## config.mk

```make
export PLATFORM = sky130hd
export DESIGN_NAME = acs_update
export DESIGN_NICKNAME = d
export VERILOG_FILES = /design/src/hdl/acs_pkg.sv /design/src/hdl/acs_update.sv
export SDC_FILE = /design/constraint.sdc
export NUM_CORES = 1
export LEC_CHECK = 0
export BUFFER_PORTS_ARGS = -buffer_cell sky130_fd_sc_hd__buf_2
export CAP_MARGIN = 15
export CORE_AREA = 5 5 411 413
export DETAILED_ROUTE_END_ITERATION = 8
export DIE_AREA = 0 0 416 418
export GPL_TIMING_DRIVEN = 0
export PLACE_DENSITY_LB_ADDON = 0.08
export SLEW_MARGIN = 40
export SYNTH_ARGS = -nofsm -noshare
export SYNTH_HDL_FRONTEND = slang
export SYNTH_SLANG_ARGS = --single-unit
```

## constraint.sdc

```tcl
create_clock -name vclk -period 12.8
set_clock_uncertainty 0.1 [all_clocks]
set_input_delay 0.64 -clock vclk [all_inputs]
set_output_delay 0.64 -clock vclk [all_outputs]
set_load 0.01 [all_outputs]
```

## src/hdl/acs_pkg.sv

```systemverilog
// Shared types, constants and per-channel record layout for the audio channel statistics block.
package acs_pkg;

	localparam int MAX_CHANNELS = 8;
	localparam int SAMPLE_BITS  = 24;
	localparam int CH_W         = 3;
	localparam int CNT_W        = 32;
	localparam int SUM_W        = 56;
	localparam int SQ_W         = 64;
	localparam int THR_W        = 24;
	localparam int CC_W         = 4;

	typedef enum logic [1:0] {
		REG_CHANNEL_COUNT = 2'd0,
		REG_SILENCE_THR   = 2'd1,
		REG_CLIP_THR      = 2'd2,
		REG_UNUSED        = 2'd3
	} reg_index_t;

	typedef enum logic {
		OP_SAMPLE = 1'b0,
		OP_CLEAR  = 1'b1
	} op_t;

	typedef enum logic [1:0] {
		KIND_FINITE  = 2'd0,
		KIND_NAN     = 2'd1,
		KIND_POS_INF = 2'd2,
		KIND_NEG_INF = 2'd3
	} kind_t;

	typedef enum logic [1:0] {
		SIGN_NONE = 2'd0,
		SIGN_POS  = 2'd1,
		SIGN_NEG  = 2'd2,
		SIGN_RSVD = 2'd3
	} sign_t;

	typedef struct packed {
		logic [CNT_W-1:0]              finite_cnt;
		logic [CNT_W-1:0]              nan_cnt;
		logic [CNT_W-1:0]              pos_inf_cnt;
		logic [CNT_W-1:0]              neg_inf_cnt;
		logic signed [SAMPLE_BITS-1:0] min_val;
		logic signed [SAMPLE_BITS-1:0] max_val;
		logic signed [SUM_W-1:0]       sum;
		logic [SQ_W-1:0]               sum_sq;
		logic [CNT_W-1:0]              clip_cnt;
		logic [CNT_W-1:0]              silence_cnt;
		logic [CNT_W-1:0]              silence_run;
		logic [CNT_W-1:0]              longest_run;
		logic [CNT_W-1:0]              cross_cnt;
		sign_t                         prev_sign;
	} stats_t;

	typedef struct packed {
		logic [THR_W-1:0] silence_thr;
		logic [THR_W-1:0] clip_thr;
	} thr_t;

	localparam int STATS_W = $bits(stats_t);

	function automatic stats_t empty_stats();
		stats_t r;
		r             = '0;
		r.min_val     = {1'b0, {(SAMPLE_BITS-1){1'b1}}};
		r.max_val     = {1'b1, {(SAMPLE_BITS-1){1'b0}}};
		r.prev_sign   = SIGN_NONE;
		return r;
	endfunction

	function automatic logic [CNT_W-1:0] sat_inc(input logic [CNT_W-1:0] v);
		return (&v) ? v : v + CNT_W'(1);
	endfunction

endpackage

```

## src/hdl/acs_update.sv

```systemverilog
// Combinational read-modify step: folds one sample into a channel record.
module acs_update (
	input  acs_pkg::stats_t                      cur,
	input  acs_pkg::kind_t                       kind,
	input  logic signed [acs_pkg::SAMPLE_BITS-1:0] sample,
	input  logic [acs_pkg::SAMPLE_BITS-1:0]      mag,
	input  logic [2*acs_pkg::SAMPLE_BITS-1:0]    sq,
	input  acs_pkg::thr_t                        thr,
	output acs_pkg::stats_t                      nxt
);

	logic signed [acs_pkg::SUM_W:0] sum_ext;
	logic [acs_pkg::SQ_W:0]         sq_ext;
	logic                           silent;
	logic [acs_pkg::CNT_W-1:0]      run_nxt;

	always_comb begin
		sum_ext = {cur.sum[acs_pkg::SUM_W-1], cur.sum}
			+ (acs_pkg::SUM_W+1)'(sample);
		sq_ext  = {1'b0, cur.sum_sq} + (acs_pkg::SQ_W+1)'(sq);
		silent  = mag <= thr.silence_thr;
		run_nxt = silent ? acs_pkg::sat_inc(cur.silence_run) : '0;
	end

	always_comb begin
		nxt = cur;
		unique case (kind)
			acs_pkg::KIND_NAN:     nxt.nan_cnt     = acs_pkg::sat_inc(cur.nan_cnt);
			acs_pkg::KIND_POS_INF: nxt.pos_inf_cnt = acs_pkg::sat_inc(cur.pos_inf_cnt);
			acs_pkg::KIND_NEG_INF: nxt.neg_inf_cnt = acs_pkg::sat_inc(cur.neg_inf_cnt);
			acs_pkg::KIND_FINITE: begin
				nxt.finite_cnt = acs_pkg::sat_inc(cur.finite_cnt);
				// clamp on overflow of the 56-bit signed sum
				if (sum_ext[acs_pkg::SUM_W] != sum_ext[acs_pkg::SUM_W-1]) begin
					nxt.sum = sum_ext[acs_pkg::SUM_W]
						? {1'b1, {(acs_pkg::SUM_W-1){1'b0}}}
						: {1'b0, {(acs_pkg::SUM_W-1){1'b1}}};
				end else begin
					nxt.sum = sum_ext[acs_pkg::SUM_W-1:0];
				end
				nxt.sum_sq = sq_ext[acs_pkg::SQ_W] ? '1 : sq_ext[acs_pkg::SQ_W-1:0];
				if (sample < cur.min_val) nxt.min_val = sample;
				if (sample > cur.max_val) nxt.max_val = sample;
				if (mag >= thr.clip_thr) nxt.clip_cnt = acs_pkg::sat_inc(cur.clip_cnt);
				if (silent) nxt.silence_cnt = acs_pkg::sat_inc(cur.silence_cnt);
				nxt.silence_run = run_nxt;
				if (run_nxt > cur.longest_run) nxt.longest_run = run_nxt;
				if ((sample > 0 && cur.prev_sign == acs_pkg::SIGN_NEG)
					|| (sample < 0 && cur.prev_sign == acs_pkg::SIGN_POS)) begin
					nxt.cross_cnt = acs_pkg::sat_inc(cur.cross_cnt);
				end
				if (sample > 0) nxt.prev_sign = acs_pkg::SIGN_POS;
				if (sample < 0) nxt.prev_sign = acs_pkg::SIGN_NEG;
			end
			default: nxt = cur;
		endcase
	end

endmodule

```

==> impl_metrics.csv <==
group,metric,value,unit
final_layout,design.seq.count,0,
sta,fin_crit_sh,0.592,
grt,grt_pass1_vias,25268,
clocking,ctsResizeCount,0,
worst_setup_path,critPathCaptureType,"output pin",
worst_setup_path,cp.arrival,6.83,ns
die,initial_core_util,0.107,
route,dr.first_iter.drc_count,963,
final_layout,clock_buffers,0,
final_layout,layout_commonest_cell,"buf_2",
grt,antenna_found_initial,66,
pwr,irDropWorstVdd,0.0221,mV
clocking,post-cts-setup-buffers,0,
synthesis,synth_nets,3556,
worst_setup_path,crit_family,"buffers and inverters",
final_layout,drive_gt1_frac,0.320,
run_status,status,"finished clean",
route,vias,24103,
worst_setup_path,path_buf_inv,6,
worst_setup_path,path_max_fanout,42,
final_layout,finish.utilization,0.157,
final_layout,syn2layout_area_growth,47.5,%
clocking,hold_buffers,0,
route,avgViaCountPerCell,4.03,
sta,hold_viol,0,
worst_hold_path,min_path_type,"in -> out",
final_layout,seq_area,0,sq um
worst_setup_path,cpPeakStageDelay,0.51,ns
worst_setup_path,path_cells,"buf_4, ha_1, clkbuf_1, nand2_1, or3_1, nor4_1, nand4_1, a211oi_1, o2111ai_1, a21o_1, a31oi_1, xor2_1, ha_1, clkbuf_1, and2_1, buf_2, buf_2, a21oi_1, o21ai_2, buf_2",
pwr,leakage,12.2,nW
sta,fmax,132,MHz
final_layout,fillers,19485,
die,die_w,416,microns
sta,tns,0,ns
synthesis,ys_types,81,
synthesis,avgSynthCellArea,6.48,sq um
sta,rsz0062_at_grt,"no",
sta,setup_viol,0,
worst_setup_path,cp.required,12.06,ns
route,firstDrtPassIters,5,
route,drc,0,
worst_setup_path,cp_slowest_cell,"buf_4",
synthesis,synth_warnings,0,
grt,grt_use_total,0.159,
die,design.core.area,164000,sq um
die,rows,149,
die,die-area,174000,sq um
worst_setup_path,criticalPathCategory,"in -> out",
route,avgRoutedWirePerCell,24.7,microns
place,io_buffers,1062,
final_layout,fin_nets,4625,
die,fp.dieH,418,microns
sta,slew_viol_final,0,
grt,grt_max_degree,43,
synthesis,netlist_area,17600,sq um
route,wl,148000,microns
pwr,cellPowerDensity,46.7,nW/um^2
synthesis,synth-seq-area-share,0,
place,hpwlAfterDp,134000,microns
sta,worst_slew_pin_slew,0.857,ns
worst_setup_path,worst_path_most_repeated_cell,"buf_2",
die,io_pins,1062,
flow_run,maxCapViolCount,0,
route,ant_nets,0,
place,place_congestion,0.851,
worst_setup_path,critPathLaunchType,"primary input",
synthesis,syn_inst,2709,
pwr,total_power,1.21,mW
sta,fin_crit,7.57,ns
final_layout,multi_input_area,16600,sq um
grt,grt_pass1_wl,201000,microns
final_layout,layout_common_cells,"buf_2 (1076), nand2_1 (362), nor2_1 (246)",
sta,maxSlewHeadroom,0.424,
grt,grt_overflow,0,
-- final timing paths --
check | endpoint | cells past startpoint | slack, ns | startpoint
max | nxt[273] | 20 | 5.23 | sample[23]
min | nxt[423] | 3 | 1.46 | cur[423]
-- metal layers --
layer | vias up | wire length [microns] | track usage
met5 | - | 48 | 0
met4 | 8 | 2160 | 0.0162
met3 | 128 | 5250 | 0.0187
met2 | 729 | 82300 | 0.328
met1 | 11350 | 57800 | 0.177
li1 | 11888 | - | -
-- area by class of cell --
class,instances,share of cell area
Antenna cell,16,0.00155
Buffer,99,0.0163
Inverter,187,0.0271
Multi-Input combinational cell,2423,0.640
Tap cell,2189,0.106
Timing Repair Buffer,1067,0.210
-- Yosys cell counts (21+ instances only) --
cell / instances / share of area
nand2_1: 362 / 0.077
nor2_1: 249 / 0.053
ha_1: 241 / 0.17
xnor2_1: 237 / 0.12
inv_1: 186 / 0.040
a21oi_1: 177 / 0.050
nand3_1: 136 / 0.039
o21ai_0: 113 / 0.032
xor2_1: 112 / 0.056
nand4_1: 111 / 0.040
clkbuf_1: 80 / 0.017
a21o_1: 78 / 0.033
mux2_2: 62 / 0.040
a31oi_1: 58 / 0.021
nor3_1: 55 / 0.016
and3_1: 47 / 0.017
nor2b_1: 26 / 0.0093
and4_1: 24 / 0.012
nand2b_1: 24 / 0.0086
mux2_1: 21 / 0.013
nor4_1: 21 / 0.0075
o21a_1: 21 / 0.0090
-- kinds of logic after synthesis --
kind of cell / synth area share
buffers and inverters: 0.0626
adder cells (fa/ha/maj): 0.174
XOR/XNOR: 0.174
AO/OA/AOI/OAI: 0.225
AND/OR/NAND/NOR: 0.308
multiplexers: 0.0561
-- metrics by stage --
stage                     hold slack [ns]  instances  setup slack, ns  instance area, sq um
after floorplan                      1.26       2709             7.16                 17600
after global placement               1.47       5960             2.99                 25600
after detailed placement             1.46       5965             5.04                 25900
after CTS                            1.46       5965             5.01                 25900
after global routing                 1.47       5971             4.79                 25900
final                                1.46       5981             5.23                 25900
-- power by group --
group	internal (mW)	total, mW	switching, mW
Combinational	0.435	1.21	0.776
Sequential	0	0	0
Clock	0.0000000580	0.0000000581	0
Total	0.435	1.21	0.776
Power figures use the tool's default switching activity.
