$ cat src/hdl/acs_ram.sv
// Generic single-write, single-read synchronous RAM with registered read data.
module acs_ram #(
	parameter int WIDTH = 8,
	parameter int DEPTH = 8
) (
	input  logic                     clk,
	input  logic                     we,
	input  logic [$clog2(DEPTH)-1:0] waddr,
	input  logic [WIDTH-1:0]         wdata,
	input  logic                     re,
	input  logic [$clog2(DEPTH)-1:0] raddr,
	output logic [WIDTH-1:0]         rdata
);

	logic [WIDTH-1:0] mem_q [DEPTH];

	always_ff @(posedge clk) begin
		if (we) begin
			mem_q[waddr] <= wdata;
		end
		if (re) begin
			rdata <= mem_q[raddr];
		end
	end

endmodule

$ cat config.mk
export PLATFORM = sky130hd
export DESIGN_NAME = acs_ram
export DESIGN_NICKNAME = d
export VERILOG_FILES = /design/src/hdl/acs_ram.sv
export SDC_FILE = /design/constraint.sdc
export NUM_CORES = 1
export LEC_CHECK = 0
export ABC_CLOCK_PERIOD_IN_PS = 1600
export BUFFER_PORTS_ARGS = -buffer_cell sky130_fd_sc_hd__buf_4
export CORE_MARGIN = 3
export CORE_UTILIZATION = 40
export DETAILED_ROUTE_END_ITERATION = 10
export GPL_TIMING_DRIVEN = 0
export PLACE_DENSITY = 0.63
export SLEW_MARGIN = 5
export SYNTH_ARGS = -nofsm -noshare
export SYNTH_HDL_FRONTEND = slang
export SYNTH_SLANG_ARGS = --single-unit
$ cat constraint.sdc
create_clock -name clk -period 1.6 [get_ports clk]
set_input_delay 0.24 -clock clk [delete_from_list [all_inputs] [get_ports clk]]
set_output_delay 0.24 -clock clk [all_outputs]
set_load 0.1 [all_outputs]
==> results of run 1 <==
## critical path, delay by kind of cell
family	cells	cell delay, ps
buf+inv	2	670
mux	2	610
## power by group through the flow
| stage | combinational [mW] | sequential [mW] | clock [mW] |
|---|---|---|---|
| floorplan | 0.114 | 2.33 | 0 |
| global placement | 0.333 | 2.21 | 0 |
| detailed placement | 0.343 | 2.21 | 0 |
| CTS | 0.343 | 2.17 | 1.35 |
| global route | 0.357 | 2.17 | 1.42 |
| finish | 0.337 | 2.17 | 1.31 |
## path summary, 6_finish.rpt
kind / from / to / slack [ps] / cells after the start
max: raddr[2] / rdata[0]$_DFFE_PP_ / 160 / 4
min reg2reg: mem_q[7][6]$_DFFE_PP_ / rdata[6]$_DFFE_PP_ / 750 / 2
max reg2reg: mem_q[3][2]$_DFFE_PP_ / rdata[2]$_DFFE_PP_ / 210 / 2
min: wdata[5] / mem_q[2][5]$_DFFE_PP_ / 130 / 1
## state kept, by name, indices dropped and copies added (netlist names)
name and flops:
mem_q 64, rdata 8
## layer usage
metal | global-route usage (%) | vias to the layer above
met4 | 6.90 | 0
met1 | 15.2 | 621
li1 | - | 552
met3 | 3.87 | 6
met5 | 0 | -
met2 | 22.4 | 33
## stage by stage
step,setup TNS [ps],util [%],hold WS (ps),power [mW],cells
floorplan,0,-,339,2.44,114
global placement,-8570,46.3,465,2.54,212
detailed placement,-4290,46.5,474,2.55,212
CTS,0,49.2,111,3.86,228
global route,0,49.2,122,3.95,228
finish,0,49.2,135,3.82,228
## kinds of logic (layout without fill, tap and decap cells)
kind of cell,count (synthesis),count (layout)
flip-flops,72,72
multiplexers,24,24
AND/OR/NAND/NOR,13,13
buffers and inverters,5,42
## synth_stat cells (all sizes together)
cell type | count | share of area [%]
nand2b | 3 | 0.68
edfxtp | 72 | 78
nand2 | 2 | 0.27
mux2 | 8 | 3.3
nor3 | 2 | 0.36
buf | 4 | 1.4
clkbuf | 1 | 0.14
mux4 | 16 | 15
nor2 | 6 | 0.81
## cell type report
type	count	area (sq um)	share of cell area, %
multi-input cells	37	576	17.9
clock buffers	11	131	4.09
plain buffers	5	43.8	1.36
well taps	77	96.3	3.00
clock inverters	5	47.5	1.48
repair buffers	21	158	4.90
flip-flops and latches	72	2160	67.3
==> reports/summary.md, run 1 <==
The flow ran to the end, and the final reports show no timing, DRC or antenna violations. The number of buffers on the longest clock path was 2; the synthesized netlist cell count was 114. For the part of the Yosys area used for sequential elements, the log shows 78.0%.

The total power divided by cell area works out to 1190 nW/um^2. The largest fanout on the critical path came out at 10. Once the floorplan was initialized, standard cells occupied 42.4% of the core.

The switching power was 0.838 mW. The simple-gate share of the synthesized area was 2.12%. The die covers 7960 sq um.

The combinational fraction of design power was 8.8%. The tools report the DRC marker count from the first detailed-route iteration as 179. The floorplan die width was 89.2 microns; the transition time of the tightest slew-check pin was 951 ps. Library cell contributing the largest single delay on the critical path: buf_2. Setup repair after global routing left no endpoint under its margin. Leaving out fill and tap cells, the most frequent cell in the layout is edfxtp_1.

Dividing the detail-routed via count by the number of cells gives 5.32. The logs give 0 for the number of setup violations in the final report and 1,212 for the via total after detailed routing. For the number of nets produced by synthesis, the log shows 131.

The total routing usage reported by global routing is 13.2%. Worst-case setup margin in the final layout: 161 ps. The run gives 0 as the total global routing overflow. The average detailed-routed wire length per instance is 20.2 microns. Routed signal wires occupy layers up through met4. Across the run, the number of max-cap violations was 0. The startpoint kind of the worst setup timing path is an input pin. The clock tree root buffer cell is clkbuf_8.

The count of nets left with antenna violations after detail routing was 0; the last weighted congestion value of the routability-driven placer was 0.662. The final critical-path required period was 1440 ps. After Yosys synthesis, full adders, half adders and majority gates account for 0% of the synthesized area. TritonCTS built the clock tree.

The pin count of the biggest net entering global routing came out at 12. By area, the combinational part of the netlist is dominated by multiplexers. In this design, the stage delay of the slowest critical-path cell is 340 ps. The tools report the met3 wire length as 194 microns. Prior to clock tree synthesis, the placed netlist has a worst setup slack of -217 ps. The share of total power dissipated in the clock network is 34.3%. In this run the number of H-tree levels came out at 3.

The final wirelength is 4610 microns, and the number of placement rows is 29. The post-CTS setup repair buffer count was 0. The layout has 528 filler cells. The xor and xnor area share after synthesis was 0%.

The internal portion of the total power is 2.98 mW. Derived from the worst setup path, the maximum achievable clock frequency is 0.695 GHz. Switching share of power: 22.0%. The clock net in this run drives a total of 72 sinks. The total area inside the core boundary comes to 6530 sq um.

After clock tree synthesis, the clock-pin slew on the worst setup and hold paths is 70 ps. The net count of the finished layout is 163. Detailed placement ended at an HPWL of 2980 microns. For the clock insertion delay at the later pin of the skew report, the log shows 330 ps. STA classifies the critical path endpoint as a flip-flop. Headroom to the max-slew limit came out at 36.4%. Worst-case vdd ir drop: 0.663 mV. The min-delay analysis places its worst path in the category in -> reg. The tools report the cell area reported after detailed placement as 3040 sq um.

In the layout the commonest cells are edfxtp_1, buf_4, mux4_1. A synthesized cell averages 24.3 sq um. For this design, the CTS-stage hold fixing added 0 buffers.

The synthesized netlist devotes 0% of its cell area to compound gates. The critical path goes through clkbuf_1 > buf_2 > mux4_2 > mux2_2. TritonCTS buffer count: 9. The repair_antennas step left the layout with diodes totalling 0. Summed over all cells, the static leakage comes to 1.09 nW.

In this run the cell area of the synthesized design comes to 2770 sq um. For the largest clock skew in the final design, the log shows 4.73 ps. The final design instance area without fill came out at 3210 sq um. The final-report max-slew violation count was 0. For the final hold violation count, the log shows 0.

Counting distinct cell types in the post-synthesis netlist gives 13. The first global-routing pass estimated 7090 microns of wire. The port buffer count was 21; the share of cells above drive strength 1 was 31.1%. The mux share of post-synthesis cell area was 18.3%.

For this run, design rule violations remaining after detail routing come to 0. Compared with the post-synthesis result, the final layout area differs by 16.0%. Dividing the final minimum period by the clock period gives 90.0%. STA puts the critical path data arrival time at 1520 ps. Gates resized during post-CTS repair numbered 0.

In this run, flip-flops and latches consume 56.8% of the power. Yosys synthesis warning count: 0. STA puts the critical path data required time at 1680 ps.

The chip height is 89.2 microns. For the wire length on met2, the log shows 2450 microns. The first detailed-routing pass took 4 iterations. By startpoint and endpoint, the worst setup path is classified as in -> reg. The logs give 1,282 for the via count of the first global-routing pass and 0 for the number of antenna violations at the first check in global routing. The number of register bits inferred by synthesis was 72.

25 I/O pins were placed. The post-route met1 wirelength is 1900 microns.
No activity file was read; power rests on OpenSTA's default activity.
==> run 2: changes to the inputs <==
--- a/config.mk
+++ b/config.mk
@@ -11,7 +11,6 @@
 export CORE_UTILIZATION = 40
 export DETAILED_ROUTE_END_ITERATION = 10
 export GPL_TIMING_DRIVEN = 0
-export PLACE_DENSITY = 0.63
 export SLEW_MARGIN = 5
 export SYNTH_ARGS = -nofsm -noshare
 export SYNTH_HDL_FRONTEND = slang
==> run 2 against run 1 <==
Net effect:
- register-to-register slack lost 20 ps
- clock skew grew 2.0 ps
- final area shrank 1.0%
- combinational power is essentially flat
- global-route usage grew 0.25 points
- critical endpoint unchanged
- largest cell class unchanged
==> reports/summary.md, run 2 (synthesis gave the netlist of run 1 again) <==
Setup repair after global routing left no endpoint under its margin. Peak-usage layer in the global routing report: met2. The worst hold-check path type is in -> reg. The H-tree was split into 3 levels. Placeable core region: 6530 sq um. The final routed DRC violation total came out at 0. The final non-filler cell total came out at 227. The type of the worst setup path is in -> reg.

On the critical path, the stage with the largest delay is an instance of buf_2. The largest fanout on the critical path works out to 10. The tools report the total routing usage reported by global routing as 13.5%. The chip height is 89.2 microns, and the largest clock skew in the final design is 6.73 ps. During placement, the flow inserted port buffers numbering 21.

For the last weighted congestion value of the routability-driven placer, the log shows 0.677. Clock tree synthesis found a total of 72 sinks. At the worst endpoint, the arrival time is 1540 ps.

Leaving out fill and tap cells, the most frequent cell in the layout is edfxtp_1. After the first detailed-routing iteration, the DRC count stood at 117. Dividing the detail-routed via count by the number of cells gives 5.35.

The worst hold path begins at wdata[5]. The library cells used most frequently in the layout, excluding fill and tap cells, are edfxtp_1, buf_4, mux4_1. The run gives 1680 ps as the required time at the endpoint of the critical path. The logs give 1,284 for the via count of the first global-routing pass and 11 for the pin count of the biggest net entering global routing. The later pin in the worst-skew pair is clocked with a latency of 330 ps.

The tools report the number of antenna violations at the first check in global routing as 0. The hold-critical path depth is 1, and the final wirelength is 4730 microns. 25 I/O pins were placed. Buffers inserted to repair hold after CTS numbered 0. From left edge to right edge, the die measures 89.2 microns. The post-CTS clock slew at the launch and capture registers of the worst setup and hold paths was 70 ps. The repair_antennas step left the layout with diodes totalling 0. The path with the worst hold slack has its endpoint at mem_q[3][5]$_DFFE_PP_.

In this run the power density over the cells is 1140 nW/um^2. Relative to the synthesized area, the layout overhead comes to 14.8%. In the final design database the tool counted 163 nets.

The tools report the launching point of the worst reg2reg path as mem_q[3][2]$_DFFE_PP_. The flow ran to the end, and the final reports show no timing, DRC or antenna violations. Cells fill 48.7% of the core in the end. For the max-capacitance violation count, the log shows 0. The signal on the critical path passes through clkbuf_1 > buf_2 > mux4_2 > mux2_2.

Final hold violation count: 0. The count of nets left with antenna violations after detail routing is 0, and the global routing usage on met3 is 4.33%. The initial utilization of the core area, before any placement, comes to 42.4%. For this run the aggregate overflow at the end of global routing stands at 0. Clock tree root buffer cell: clkbuf_8.

The number of flip-flops in the largest register is 64. Smallest hold slack: 137 ps. The category of the worst setup path capture point is a flip-flop. More flip-flops sit in one register than any other, and that register is mem_q.

The detailed router placed 1,215 vias in this run. For this design the static power due to leakage is 1.07 nW. Average detailed-routed wire length per instance: 20.8 microns. For this run, the slowest stage of the critical path takes 350 ps. For the pin with the worst max-slew slack, the measured transition is 932 ps. STA classifies the critical path startpoint as an input pin.

The TritonCTS buffer count is 9, and the final clock period utilization by the worst path is 91.3%. The global-route wire length before repair was 7210 microns. The final critical-path required period is 1460 ps, and the fraction of met1 tracks used by global routing is 17.4%.

The logs give 2 for the number of buffers on the longest clock path and 212 for the number of cells after detailed placement. TritonCTS built the clock tree. Setup violations remaining at the end of the flow were counted as 0.

The tools report the number of placement rows as 29. IR analysis of the VDD net gives a maximum drop of 0.782 mV. The largest registers in the layout are mem_q (64), rdata (8). In this run the critical register-to-register path is captured at rdata[2]$_DFFE_PP_. The die covers 7960 sq um.

Of the cells placed in the final design, the portion with a size suffix greater than 1 is 29.3%. The register-to-register path setup slack is 190 ps. Gates resized during post-CTS repair numbered 0. Detailed placement finished with a half-perimeter wire length of 3020 microns. Before antenna repair, the detailed router went through 4 iterations. For met2 alone, demand over resource in global routing was 21.0%. The worst reg2reg path depth is 2, and the final-report max-slew violation count is 0. Static timing analysis puts the maximum clock frequency at 0.685 GHz. The design draws 3.63 mW. Headroom to the max-slew limit came out at 37.6%.

In this run the post-CTS setup repair buffer count came out at 0.
-- run 2: cell types whose count changed in the layout (fill, tap and decap cells not counted), sizes merged --
cell    previous run  this run
clkinv             4         2
bufinv             1         0
clkbuf            12        14
-- run 2: metal layers --
layer / vias to the layer above / wire [microns] / part of all wire [%]
li1: 553 / - / -
met1: 624 / 2110 / 45
met2: 29 / 2290 / 48
met3: 9 / 243 / 5.1
met4: 0 / 85 / 1.8
met5: - / 0 / 0
-- run 2: worst max path at each step --
stage | cells after the start | slack [ps] | end | startpoint
2_1_floorplan | 4 | 80 | rdata[1]$_DFFE_PP_ | raddr[0]
3_3_place_gp | 3 | -550 | mem_q[0][1]$_DFFE_PP_ | waddr[2]
3_5_place_dp | 4 | -220 | rdata[0]$_DFFE_PP_ | raddr[2]
4_1_cts | 4 | 140 | rdata[0]$_DFFE_PP_ | raddr[2]
5_1_grt | 4 | 50 | rdata[2]$_DFFE_PP_ | raddr[2]
6_report | 4 | 140 | rdata[0]$_DFFE_PP_ | raddr[2]
-- run 2: per-stage QoR --
stage          setup slack, ps  TNS, ps  cell area (sq um)
2_1_floorplan             76.9        0               2770
3_3_place_gp              -552   -11050               3030
3_5_place_dp              -223    -4170               3040
4_1_cts                    135        0               3180
5_1_grt                   45.8        0               3180
6_report                   140        0               3180
-- run 2: power by group --
group | internal (mW) | total [mW] | switching [mW]
clock network | 0.546 | 1.13 | 0.579
registers | 2.15 | 2.17 | 0.0164
logic | 0.118 | 0.338 | 0.220
-- run 2: area by class of cell --
type / count / area [sq um]
repair buffers: 21 / 158
fillers: 542 / 3350
well taps: 77 / 96.3
clock inverters: 2 / 7.51
plain buffers: 5 / 43.8
flip-flops and latches: 72 / 2160
clock buffers: 13 / 139
multi-input cells: 37 / 576
-- run 2: critical path: cells and delay by family --
| family | cells | cell delay, ps |
|---|---|---|
| buf+inv | 2 | 690 |
| mux | 2 | 600 |
==> run 3: changes to the inputs <==
--- a/config.mk
+++ b/config.mk
@@ -7,7 +7,7 @@
 export LEC_CHECK = 0
 export ABC_CLOCK_PERIOD_IN_PS = 1600
 export BUFFER_PORTS_ARGS = -buffer_cell sky130_fd_sc_hd__buf_4
-export CORE_MARGIN = 3
+export CORE_MARGIN = 4
 export CORE_UTILIZATION = 40
 export DETAILED_ROUTE_END_ITERATION = 10
 export GPL_TIMING_DRIVEN = 0
==> constraint.sdc (replaced) <==
create_clock -name clk -period 1.6 [get_ports clk]
set_input_delay 0.4 -clock clk [delete_from_list [all_inputs] [get_ports clk]]
set_output_delay 0.4 -clock clk [all_outputs]
set_load 0.1 [all_outputs]
==> run 3 against run 2 <==
Net effect:
- combinational power increased by 2%
- setup slack got worse by 75 ps
- worst hold slack improved by 160 ps
- critical endpoint is now rdata[7]$_DFFE_PP_
- largest power group unchanged
- clock power about the same
==> reports/summary.md, run 3 (synthesis gave the netlist of run 1 again) <==
The flow ran to the end, and the final reports show no timing, DRC or antenna violations. The depth of the CTS H-tree is 3, and the number of flip-flops in the largest register is 64. The reported leakage power is 1.04 nW. Pin placement for this block handled 25 I/O pins.

The worst slack after detailed placement was -345 ps; the count of inserted antenna diode cells was 0. The logs give 11 for the pin count of the biggest net entering global routing and 0 for the final hold violation count. The layout overhead on the synthesized area works out to 14.1%.

Max-cap violations in this run came to 0. After detailed routing, the number of remaining DRC violations is 0. In the final layout, the registers with the most flip-flops are mem_q (64), rdata (8). After filler insertion, the fill cell instance count of the layout stands at 564.

Via count of the first global-routing pass: 1,278. TritonCTS built the clock tree. Using the TritonRoute via totals, the vias-per-cell ratio works out to 5.23. In the final layout, the multi-input gates occupy 542 sq um. The via total after detailed routing came out at 1,204.

Library cell contributing the largest single delay on the critical path: clkbuf_1. The final clock period utilization by the worst path is 96.0%. In this run the post-CTS setup repair buffer count came out at 0. The number of gates resized after CTS is 0.

The average detailed-routed wire length per instance was 20.4 microns; the TritonCTS buffer count was 9. After floorplanning, the core was sized to cover 6760 sq um. The floorplan die width is 91.2 microns.

Global routing used 12.4% of the available tracks. In the layout the commonest cells are edfxtp_1, buf_4, mux4_2. The arrival time of data at the critical path endpoint came out at 1620 ps. The transition time of the tightest slew-check pin is 938 ps. The number of antenna violations at the first check in global routing was 0.

The share of cells above drive strength 1 is 35.3%, and the required time at the endpoint of the critical path is 1690 ps. The run gives 37.1% as the worst slew margin relative to its limit. The worst hold-check path type is in -> reg.

Counting I/O delays and the setup requirement, the final critical path takes 1540 ps. The run gives 72 as the sink count of the clock tree. For this run the aggregate overflow at the end of global routing stands at 0. The run gives 3.64 mW as the total power consumption of the routed design. The critical path in this run is classified as in -> reg. In the post-route analysis, the smallest setup slack over all paths is 64.2 ps. mem_q holds more flip-flops than any other register. The tree is rooted in a clkbuf_8. The total power divided by cell area is 1150 nW/um^2, and the hold-critical path depth is 1.

In this run the worst path has a maximum fanout of 10. Cells fill 46.8% of the core in the end. The first detailed-routing pass ran for 5 iterations.

At the end of the flow, the number of nets in the layout was 163. The run gives 8320 sq um as the die area. Leaving out fill and tap cells, the most frequent cell in the layout is edfxtp_1. The highest achievable clock rate is 0.651 GHz, and the initial standard-cell utilization of the core is 41.0%. In this run, the number of DRC markers left after iteration 0 of detailed routing was 75.

The global-route wire length before repair came out at 7130 microns. The critical path goes through clkbuf_1 > buf_4 > mux4_2 > mux2_2. For the number of cells after detailed placement, the log shows 215. During placement, the flow inserted port buffers numbering 21. The run gives 0.680 as the last weighted congestion value of the routability-driven placer. The finished layout holds 230 standard cells, fillers aside. The final wirelength came out at 4690 microns. The chip height is 91.2 microns, and the largest clock skew in the final design is 3.30 ps.

Counting cells, the worst reg-to-reg path comes to 2. The clock insertion delay at the later pin of the skew report came out at 330 ps. In this run the core area contains 30 standard-cell rows. HPWL after detailed placement: 2930 microns. Setup repair after global routing left no endpoint under its margin.

The count of nets left with antenna violations after detail routing is 0. Setup violations remaining at the end of the flow were counted as 0. The tools report the worst-case vdd ir drop as 0.476 mV. STA classifies the critical path startpoint as an input pin. The delay of the slowest cell on the worst path was 330 ps; the number of hold buffers added after cts was 0. The register cell area after layout came out at 2160 sq um. The tools report the final-report max-slew violation count as 0.

The number of buffers on the longest clock path was 2. Post-CTS clock slew at the launch and capture registers of the worst setup and hold paths: 60 ps. STA classifies the critical path endpoint as a flip-flop.
==> run 3: cell counts in the layout (fill, tap and decap cells not counted) <==
Identical to the previous run, type by type.
==> run 3: per-stage QoR <==
stage                     setup TNS, ps  hold slack (ps)  cell area [sq um]
after floorplan                    -210              499               2750
after global placement           -18520              624               3010
after detailed placement         -13130              639               3020
after CTS                             0              282               3160
after global routing                  0              292               3160
final                                 0              297               3160
==> run 3: path summary, 6_finish.rpt <==
kind,to,startpoint,slack [ps]
max,rdata[7]$_DFFE_PP_,raddr[2],60
min,mem_q[1][1]$_DFFE_PP_,wdata[1],300
max reg2reg,rdata[2]$_DFFE_PP_,mem_q[0][2]$_DFFE_PP_,200
min reg2reg,rdata[4]$_DFFE_PP_,mem_q[1][4]$_DFFE_PP_,760
==> run 3: area by class of cell <==
class	count	area share, %
Clock buffer	13	4.39
Timing Repair Buffer	21	4.98
Tap cell	80	3.16
Multi-Input combinational cell	37	17.1
Sequential cell	72	68.4
Clock inverter	2	0.237
Buffer	5	1.74
==> run 3: routing by layer <==
| layer | vias up | track usage (%) | part of all wire [%] |
|---|---|---|---|
| met5 | - | 0 | 0 |
| met4 | 0 | 7.16 | 2.2 |
| li1 | 544 | - | - |
| met2 | 32 | 21.2 | 55 |
| met3 | 12 | 3.31 | 3.6 |
| met1 | 616 | 13.8 | 39 |
==> run 3: critical path: cells and delay by family <==
family	cells	cell delay [ps]
buffers and inverters	2	620
multiplexers	2	600
==> run 3: report_power, final <==
part / leakage [nW] / total (mW) / internal, mW / switching [mW]
combinational: 0.309 / 0.346 / 0.124 / 0.222
sequential: 0.660 / 2.17 / 2.15 / 0.0151
clock: 0.0726 / 1.12 / 0.546 / 0.577
